### config.mk
export PLATFORM = sky130hd
export DESIGN_NAME = spb_ctrl
export DESIGN_NICKNAME = d
export VERILOG_FILES = /design/src/spb_pkg.sv /design/src/spb_ctrl.sv
export SDC_FILE = /design/constraint.sdc
export NUM_CORES = 1
export LEC_CHECK = 0
export BUFFER_PORTS_ARGS = -buffer_cell sky130_fd_sc_hd__buf_2
export CORE_MARGIN = 4
export CORE_UTILIZATION = 41
export DETAILED_ROUTE_END_ITERATION = 6
export GPL_TIMING_DRIVEN = 0
export PLACE_DENSITY = 0.81
export SYNTH_ARGS = -nofsm -noshare
export SYNTH_HDL_FRONTEND = slang
export SYNTH_SLANG_ARGS = --single-unit
export TNS_END_PERCENT = 100
### constraint.sdc
create_clock -name clk -period 1.15 [get_ports clk]
set_input_delay 0.0575 -clock clk [delete_from_list [all_inputs] [get_ports clk]]
set_output_delay 0.0575 -clock clk [all_outputs]
set_load 0.005 [all_outputs]
### src/spb_pkg.sv
// Shared types, op and status codes for the sprite blitter.
// No dependencies; imported by the controller, datapath and top module.
`default_nettype none
package spb_pkg;

  localparam int DEF_SCREEN_COLS = 320;
  localparam int DEF_SCREEN_ROWS = 240;
  localparam int DEF_CELL_SIDE   = 128;

  localparam logic [2:0] OP_UPLOAD_BEGIN = 3'd0;
  localparam logic [2:0] OP_UPLOAD_DATA  = 3'd1;
  localparam logic [2:0] OP_DRAW         = 3'd2;
  localparam logic [2:0] OP_CLEAR        = 3'd3;
  localparam logic [2:0] OP_READ_PIXEL   = 3'd4;

  localparam logic [1:0] ST_OK        = 2'd0;
  localparam logic [1:0] ST_BAD_INDEX = 2'd1;
  localparam logic [1:0] ST_TOO_LARGE = 2'd2;
  localparam logic [1:0] ST_NO_UPLOAD = 2'd3;

  localparam logic [2:0] SIZE_MAX = 3'd4;

  typedef struct packed {
    logic [2:0]  op;
    logic [12:0] sprite_index;
    logic [7:0]  sprite_width;
    logic [7:0]  sprite_height;
    logic [31:0] data_word;
    logic [15:0] x_position;
    logic [15:0] y_position;
  } spb_in_t;

  typedef struct packed {
    logic [1:0] status;
    logic       pixel;
  } spb_out_t;

  // Controller to datapath commands
  typedef struct packed {
    logic take;
    logic begin_up;
    logic up_step;
    logic draw_set;
    logic draw_step;
    logic rd_issue;
    logic rd_grab;
    logic clr_step;
    logic post;
  } spb_cmd_t;

  // Datapath to controller status
  typedef struct packed {
    logic up_active;
    logic up_last;
    logic draw_none;
    logic draw_last;
    logic clr_last;
  } spb_stat_t;

  // Size code must be 0..4 and quadrant pairs above the used ones zero
  function automatic logic index_ok(input logic [12:0] idx);
    logic [2:0] s;
    logic       ok;
    s  = idx[12:10];
    ok = (s <= SIZE_MAX);
    for (int i = 1; i < 5; i++) begin
      if (3'(i) > s && idx[2*i +: 2] != 2'd0) ok = 1'b0;
    end
    return ok;
  endfunction

endpackage
`default_nettype wire

### src/spb_ctrl.sv
// Controller state machine: sequences each op and owns the result handshake.
// Depends on spb_pkg.
`default_nettype none
module spb_ctrl (
  input  wire logic               clk,
  input  wire logic               rst,
  input  wire logic               cmd_valid,
  output logic                    cmd_ready,
  input  wire logic [2:0]         op,
  output logic                    rsp_valid,
  input  wire logic               rsp_ready,
  input  wire spb_pkg::spb_stat_t stat,
  output spb_pkg::spb_cmd_t       ctl
);
  import spb_pkg::*;

  typedef enum logic [3:0] {
    S_SWEEP, S_IDLE, S_BEGIN, S_DATA, S_DRAW_SET, S_DRAW_RUN,
    S_DRAW_TAIL, S_RD_ADDR, S_RD_WAIT, S_POST
  } state_t;

  state_t state;
  logic   sweep_post;
  logic   accept;

  assign cmd_ready = (state == S_IDLE);
  assign accept    = cmd_valid && cmd_ready;

  // Decode commands from state
  always_comb begin
    ctl           = '0;
    ctl.take      = accept;
    ctl.begin_up  = (state == S_BEGIN);
    ctl.up_step   = (state == S_DATA);
    ctl.draw_set  = (state == S_DRAW_SET);
    ctl.draw_step = (state == S_DRAW_RUN);
    ctl.rd_issue  = (state == S_RD_ADDR);
    ctl.rd_grab   = (state == S_RD_WAIT);
    ctl.clr_step  = (state == S_SWEEP);
    ctl.post      = (state == S_POST) && (!rsp_valid || rsp_ready);
  end

  // State and result valid
  always_ff @(posedge clk) begin
    if (rst) begin
      state      <= S_SWEEP;
      sweep_post <= 1'b0;
      rsp_valid  <= 1'b0;
    end else begin
      if (ctl.post) rsp_valid <= 1'b1;
      else if (rsp_valid && rsp_ready) rsp_valid <= 1'b0;
      unique case (state)
        S_SWEEP: begin
          if (stat.clr_last) state <= sweep_post ? S_POST : S_IDLE;
        end
        S_IDLE: begin
          if (accept) begin
            case (op)
              OP_UPLOAD_BEGIN: state <= S_BEGIN;
              OP_UPLOAD_DATA:  state <= stat.up_active ? S_DATA : S_POST;
              OP_DRAW:         state <= S_DRAW_SET;
              OP_CLEAR: begin
                state      <= S_SWEEP;
                sweep_post <= 1'b1;
              end
              OP_READ_PIXEL:   state <= S_RD_ADDR;
              default:         state <= S_POST;
            endcase
          end
        end
        S_BEGIN:     state <= S_POST;
        S_DATA:      if (stat.up_last) state <= S_POST;
        S_DRAW_SET:  state <= stat.draw_none ? S_POST : S_DRAW_RUN;
        S_DRAW_RUN:  if (stat.draw_last) state <= S_DRAW_TAIL;
        S_DRAW_TAIL: state <= S_POST;
        S_RD_ADDR:   state <= S_RD_WAIT;
        S_RD_WAIT:   state <= S_POST;
        S_POST: begin
          if (ctl.post) state <= S_IDLE;
        end
        default:     state <= S_IDLE;
      endcase
    end
  end

`ifndef ASSERT_OFF
  a_no_overwrite: assert property (@(posedge clk) disable iff (rst)
    ctl.post |-> (!rsp_valid || rsp_ready)) else $error("result overwritten");
  a_busy_after_accept: assert property (@(posedge clk) disable iff (rst)
    accept |=> !cmd_ready) else $error("ready after accept");
  a_rsp_from_post: assert property (@(posedge clk) disable iff (rst)
    $rose(rsp_valid) |-> $past(state) == S_POST) else $error("result outside post");
`endif
endmodule
`default_nettype wire

==> results.tsv, run 1 <==
metric	value	unit
synth.area.mux_share	0	%
drt-total-wl	1990	microns
syn2layout_area_growth	81.4	%
clockBufferDepth	2	
crit_type	reg -> reg	
vias	695	
dieArea	2030	sq um
grt_first_pass_wirelength	3080	microns
finalPower	830	uW
hold_class	in -> reg	
root_buffer	clkbuf_4	
finClkSkew	0.00331	ns
max_slew_margin	78.6	%
cp-start-kind	flip-flop	
violations	setup timing	
final_nets	124	
cts.clk_slew.worst_paths	0.05	ns
grt_usage	20.9	%
wl_per_cell	16.0	microns
final_antenna_net_count	0	
synth_top_family_by_area	simple AND/OR/NAND/NOR gates	
vias_per_cell	5.56	
ys.flop_type	dfxtp_1	
synth_area	564	sq um
ys_seq_area_share	21.3	%
syn-instance-count	69	
leakage	0.470	nW
synthArstFlopShare	0	%
num-fill-cells	95	
grt_remaining_overflow	0	
period_share	124	%
ir_drop	0.659	mV
synth_edf_count	0	
grt_pass1_vias	670	
synthAdderAreaFrac	0	%
gp_congestion	0.773	
power_density	811	nW/um^2
dp_hpwl	1100	microns
dr.pass1.iters	6	
hold_violations	0	
cts.sinks	6	
io_buffer_count	22	
rows	13	
worst_path_max_delay_cell	dfxtp_4	
tightest_slew	0.318	ns
dieWidth	45.1	microns
final_cell_mix	buf_2, buf_6, nor2_1	
required	1.29	ns
io_pins	23	
cp_num_buf_inv	0	
finalNonFillerCells	125	
cts_made_buffers	3	
synth_area_per_cell	8.18	sq um
final_common_cell	buf_2	
final_max_slew_viol_count	0	
status	finished with violations	
initial_utilization	43.4	%
clk_latency	0.24	ns
drtIter0Drc	16	
antennaDiodeCount	0	
dieHeight	45.1	microns
grt_max_degree	11	
critical_path_arrival	1.56	ns
synth-compound-area-share	25.3	%
cts_tree	yes	
drive_above_1_share	67.3	%
period_needed	1.42	ns
setup_viol_count_final	12	
yosys.area_share.simple	40.6	%
cp_slowest_stage_delay	0.35	ns
dpl.cell_count	106	
core_area	1300	sq um
yosys_warnings	0	
syn-num-nets	81	
drcViolationCount	0	
crit_path_end_kind	flip-flop	
antenna_found_initial	0	
worst_slack	-0.274	ns
yosysUniqueCellTypes	35	
synth_seq_cells	6	
rsz0062_at_grt	true	
max_freq	702	MHz
htreeDepth	1	
cpLargestDelayFamily	simple AND/OR/NAND/NOR gates	
synth_xor_area_share	1.55	%
maxCapViolCount	0	
crit_path_cell_trace	or2_4, o32ai_4, a31oi_1, nor4_1	
crit_path_max_fanout	5	
==> metal layers <==
layer	part of all wire (%)	up-vias	track usage, %
met4	0.70	0	3.51
li1	-	331	-
met1	40	333	23.3
met2	53	28	39.3
met5	0	-	0
met3	6.0	3	5.98
==> cell usage after synthesis, types with 2 or more instances <==
cell type	n	area [sq um]
buf_6	3	33.8
a21oi_1	3	15.0
nor2_1	10	37.5
buf_4	2	15.0
nand2b_1	5	31.3
nor2b_1	3	18.8
dfxtp_1	6	120
nor3_1	3	15.0
nor4_1	2	12.5
inv_1	4	15.0
nor3b_1	3	22.5
o211ai_1	2	15.0
==> worst paths after layout <==
| check | start | endpoint | slack, ns | cells after the start |
|---|---|---|---|---|
| setup / recovery | state[0] | state[2] | -0.27 | 4 |
| hold / removal | rst | rsp_valid | 0.07 | 2 |
| setup reg to reg | state[0] | state[2] | -0.27 | 4 |
| hold reg to reg | sweep_post | sweep_post | 0.53 | 2 |
==> cell families (layout without fill, tap and decap cells) <==
family / count (synthesis) / in the layout
buf+inv: 9 / 50
flops: 6 / 6
compound gates: 17 / 17
simple gates: 36 / 36
xor+xnor: 1 / 1
==> stage by stage <==
step                      hold slack [ns]  setup TNS, ns  cell area [sq um]  setup slack (ns)  utilization (%)
after floorplan                     0.118         -0.172                592           -0.0743                -
after global placement              0.317         -0.638                721            -0.207             55.4
after detailed placement            0.314         -0.736                721            -0.210             55.4
after CTS                          0.0718          -1.95                950            -0.245             73.0
after global routing               0.0675          -3.44               1020            -0.355             78.7
final                              0.0707          -2.41               1020            -0.274             78.7
==> repair_timing <==
item,in CTS,in global routing
pin swaps,7,11
setup buffers,13,3
resized for setup,23,11
hold buffers,0,0
setup endpoints to repair,15,16
==> registers in the layout, summed over array words and instances, names as in the netlist <==
signal,flops
rsp_valid,1
sweep_post,1
state,4
==> where the power goes <==
part	switching, mW	total (mW)	internal, mW	leakage (nW)
combinational	0.171	0.404	0.233	0.405
clock	0.0722	0.190	0.118	0.0138
sequential	0.0170	0.236	0.219	0.0511
==> cell type report <==
cell class,count,area (sq um),share of cell area [%]
Tap cell,15,18.8,1.83
Clock buffer,3,22.5,2.20
Multi-Input combinational cell,54,492,48.0
Inverter,4,15.0,1.47
Buffer,5,56.3,5.50
Timing Repair Buffer,38,289,28.2
Sequential cell,6,130,12.7
(Power assumes the default switching activity.)
==> run 2: changes to the inputs <==
Settings changed: SKIP_CTS_REPAIR_TIMING from default to 1.
==> run 2 against run 1 <==
Effect of this change:
- the run still ends with setup timing left
- register-to-register slack got worse by 0.03 ns
- setup slack worse by 0.033 ns
- sequential cell count did not move
- worst hold slack got worse by 0.0014 ns
- first-iteration DRC count increased by 31%
- sequential share of layout area is 1.6 points higher
- clock power hardly changed
- power is 7.0% lower
- critical path depth rose by 3
- clock skew is 0.00082 ns lower
- critical endpoint is now state[3]
- largest power group unchanged
==> results.tsv, run 2 (synthesis results as in run 1) <==
metric	value	unit
core_area	1300	sq um
final_max_slew_viol_count	0	
wl_per_cell	14.5	microns
grt_max_degree	11	
cp_slowest_stage_delay	0.36	ns
rows	13	
root_buffer	clkbuf_4	
drtIter0Drc	21	
setup_viol_count_final	13	
hold_class	in -> reg	
cpMostUsedCell	buf_4	
dieHeight	45.1	microns
syn2layout_area_growth	61.2	%
maxCapViolCount	0	
cts.sinks	6	
final_common_cell	buf_2	
period_share	127	%
final_nets	119	
crit_path_cell_trace	buf_6, nor4b_4, buf_4, buf_4, o221ai_1, o211ai_1, a31o_1	
post-route-util	69.9	%
dieArea	2030	sq um
ir_drop	0.643	mV
final_cell_mix	buf_2, nor2_1, buf_4	
cpLargestDelayFamily	compound AO/OA/AOI/OAI gates	
dieWidth	45.1	microns
htreeDepth	1	
io_buffer_count	22	
final_antenna_net_count	0	
largest_register_ffs	4	
finClkSkew	0.00249	ns
dpl.cell_count	106	
cp-start-kind	flip-flop	
finalSetupTns	-2.17	ns
cts_tree	yes	
reg2reg_to	state[3]	
cts_made_buffers	3	
hold_violations	0	
worst_slack	-0.307	ns
clockBufferDepth	2	
r2r_start	state[0]	
rsz0062_at_grt	true	
max_freq	686	MHz
drt-total-wl	1740	microns
period_needed	1.46	ns
rrSetupSlack	-0.31	ns
cp_num_buf_inv	3	
antenna_found_initial	0	
regMostFlops	state	
grt_usage	15.5	%
initial_utilization	43.4	%
fin_area	910	sq um
vias	674	
grt_pass1_vias	558	
crit_path_end_kind	flip-flop	
clk_latency	0.24	ns
crit_type	reg -> reg	
power_density	849	nW/um^2
required	1.33	ns
tightest_slew	0.313	ns
drcViolationCount	0	
finalNonFillerCells	120	
min_to	state[0]	
leakage	0.416	nW
antennaDiodeCount	0	
dp_hpwl	1100	microns
dp_slack	-0.210	ns
r2r.worst_path.cells	7	
violations	setup timing	
status	finished with violations	
gp_congestion	0.773	
grt_first_pass_wirelength	2300	microns
cts.clk_slew.worst_paths	0.04	ns
place_area	721	sq um
worst_path_max_delay_cell	dfxtp_4	
largest_registers	state: 4 flops, rsp_valid: 1 flops, sweep_post: 1 flops	
crit_path_max_fanout	8	
dr.pass1.iters	4	
hp-start	rst	
vias_per_cell	5.62	
grt_remaining_overflow	0	
critical_path_arrival	1.63	ns
drive_above_1_share	58.1	%
io_pins	23	
max_slew_margin	78.9	%
min_path_cells	2	
==> run 2: cell type report <==
cell class	instances	area, sq um
multi-input combinational	54	450
inverter	4	15.0
buffer	5	60.1
tap	15	18.8
sequential	6	130
fill	116	392
timing repair buffer	33	213
clock buffer	3	22.5
==> run 2: per-layer routing <==
| metal | wire length [microns] | track usage [%] | vias up |
|---|---|---|---|
| li1 | - | - | 325 |
| met1 | 711 | 18.2 | 327 |
| met2 | 936 | 26.3 | 22 |
| met3 | 95 | 5.98 | 0 |
| met4 | 0 | 3.51 | 0 |
| met5 | 0 | 0 | - |
==> run 2: worst max path at each step <==
stage / cells past startpoint / from / end
2_1_floorplan: 4 / state[2] / state[0]
3_3_place_gp: 5 / state[3] / state[3]
3_5_place_dp: 5 / state[3] / state[3]
4_1_cts: 4 / state[3] / ctl[8]
5_1_grt: 7 / state[0] / state[3]
6_report: 7 / state[0] / state[3]
==> run 2: power by group <==
part           switching [mW]  leakage (nW)  internal (mW)  total (mW)
logic                   0.146         0.351          0.201       0.347
clock network          0.0705        0.0138          0.118       0.188
registers              0.0180        0.0511          0.219       0.237
==> run 2: worst register-to-register path, stage by stage, from the launching register on <==
cell	delay, ns
dfxtp_4	0.36
buf_6	0.12
nor4b_4	0.24
buf_4	0.17
buf_4	0.10
o221ai_1	0.12
o211ai_1	0.12
a31o_1	0.16
==> run 2: through the flow <==
step           hold WS (ns)  power, mW
6_report             0.0694      0.772
5_1_grt              0.0632      0.833
4_1_cts              0.0650      0.676
3_5_place_dp          0.314      0.489
3_3_place_gp          0.317      0.484
2_1_floorplan         0.118      0.414
==> run 3: changes to the inputs <==
Settings changed: ABC_AREA from default to 1, CORE_UTILIZATION 41 to 40.
==> run 3 against run 2 <==
Effect of this change:
- the run still ends with setup timing left
- register-to-register slack improved by 0.26 ns
- first-iteration DRC count down 62%
- clock-buffer cell count did not move
- sequential share of layout area increased by 2.6 points
- clock skew down 0.0016 ns
- clock power grew 4%
- design area down 12%
- utilization shrank 1.6 points
==> results.tsv, run 3 <==
metric	value	unit
max_freq	832	MHz
hold_class	in -> reg	
dpl.cell_count	127	
synthDominantCellAreaShare	22.6	%
cts.clk_slew.worst_paths	0.04	ns
setup_viol_count_final	5	
yosysUniqueCellTypes	21	
p_comb_share	43.9	%
initial_utilization	45.4	%
htreeDepth	1	
seqPwrFrac	32.4	%
rows	12	
cp_num_buf_inv	3	
yosys.area.top_type	dfxtp_1	
p_switching	327	uW
dieWidth	44.5	microns
critical_path_arrival	1.14	ns
largest_registers	state: 4 flops, rsp_valid: 1 flops, sweep_post: 1 flops	
synth_edf_count	0	
synth.area.top_cells	dfxtp_1, inv_1, nand2_1	
crit_path_cell_trace	inv_6, nor2_4, inv_2, nor3_4, buf_2	
regMostFlops	state	
status	finished with violations	
tightest_slew	0.239	ns
drive_above_1_share	51.7	%
worst_slack	-0.0517	ns
cts.sinks	6	
synthArstFlopShare	0	%
power_density	1030	nW/um^2
crit_path_max_fanout	5	
antenna_found_initial	0	
drcViolationCount	0	
ys_seq_area_share	22.6	%
largest_register_ffs	4	
io_buffer_count	22	
violations	setup timing	
syn-instance-count	91	
grt_usage	14.1	%
syn2layout_area_growth	50.4	%
required	1.09	ns
final_common_cell	buf_2	
core_area	1170	sq um
final_cell_mix	buf_2, nand2_1, inv_1	
p_int	495	uW
cpLargestDelayFamily	flip-flops	
cp-start-kind	flip-flop	
ir_drop	0.775	mV
final_antenna_net_count	0	
yosys_warnings	0	
cp_slowest_stage_delay	0.38	ns
synth_area	532	sq um
hold_violations	0	
switching_share	39.8	%
grt_remaining_overflow	0	
synth_seq_cells	6	
drtIter0Drc	8	
cts_tree	yes	
final_nets	132	
final_max_slew_viol_count	0	
io_pins	23	
crit_type	reg -> out	
finalNonFillerCells	132	
dp_hpwl	1090	microns
grt_first_pass_wirelength	2140	microns
clk_latency	0.24	ns
rsz0062_at_grt	true	
num-fill-cells	98	
grt_pass1_vias	557	
dr.pass1.iters	4	
clockBufferDepth	2	
crit_path_end_kind	output pin	
worst_path_max_delay_cell	dfxtp_4	
antennaDiodeCount	0	
dieArea	1980	sq um
wl_per_cell	11.1	microns
p_clk_share	23.7	%
fin_area	800	sq um
dieHeight	44.5	microns
ys.flop_type	dfxtp_1	
gp_congestion	0.852	
vias	661	
drt-total-wl	1460	microns
period_share	104	%
cts_made_buffers	3	
max_slew_margin	84.1	%
grt_max_degree	7	
maxCapViolCount	0	
synth_area_per_cell	5.84	sq um
place_area	659	sq um
period_needed	1.20	ns
root_buffer	clkbuf_4	
leakage	0.435	nW
finClkSkew	0.000904	ns
vias_per_cell	5.01	
syn-num-nets	103	
synth_common_cells	inv_1, nand2_1, nor2_1, dfxtp_1, nand3_1	
[run 3: cell types whose count changed after synthesis, moves of 5 or more]
| cell | change |
|---|---|
| nand2_1 | +17 |
| inv_1 | +14 |
| nand3_1 | +6 |
| nand2b_1 | -5 |
| nor2_1 | +5 |
[run 3: metrics by stage]
step	hold WS (ns)	util [%]	power [mW]	setup slack, ns	TNS, ns
3_5_place_dp	0.310	56.3	0.533	-0.0984	-0.185
5_1_grt	0.0487	68.3	0.878	-0.134	-0.681
3_3_place_gp	0.304	56.3	0.527	-0.0704	-0.100
6_report	0.0412	68.3	0.822	-0.0517	-0.179
2_1_floorplan	0.127	-	0.445	0.0459	0
4_1_cts	0.0516	58.2	0.730	-0.179	-0.815
[run 3: cell type report]
| class | count | area (sq um) | area share [%] |
|---|---|---|---|
| Sequential cell | 6 | 135 | 16.9 |
| Tap cell | 14 | 17.5 | 2.19 |
| Multi-Input combinational cell | 63 | 397 | 49.6 |
| Inverter | 21 | 91.3 | 11.4 |
| Timing Repair Buffer | 25 | 136 | 17.1 |
| Clock buffer | 3 | 22.5 | 2.82 |
[run 3: final timing paths]
path                            startpoint  cells after the start    endpoint  slack [ns]
worst max register to register    state[1]                      9    state[0]       -0.05
worst max-delay path              state[3]                      5      ctl[0]       -0.05
worst min-delay path                   rst                      2    state[3]        0.04
worst min register to register  sweep_post                      2  sweep_post        0.47
[run 3: layer usage]
metal / vias up / track usage [%] / part of all wire, %
met5: - / 0 / 0
met2: 20 / 24.1 / 50
met4: 0 / 6.02 / 1.0
met3: 2 / 2.03 / 6.2
li1: 337 / - / -
met1: 302 / 17.2 / 42
[run 3: cells by family (layout without fill, tap and decap cells)]
logic type	after synthesis	after routing	share of synthesized area, %
buffers and inverters	22	49	16.2
and+or+nand+nor	53	53	49.9
AOI/OAI and AO/OA	10	10	11.3
DFF	6	6	22.6
[run 3: power groups by stage]
stage	clock (mW)	sequential, mW	combinational [mW]
finish	0.195	0.266	0.361
global route	0.213	0.269	0.396
CTS	0.199	0.247	0.284
detailed placement	0	0.251	0.283
global placement	0	0.250	0.277
floorplan	0	0.247	0.198
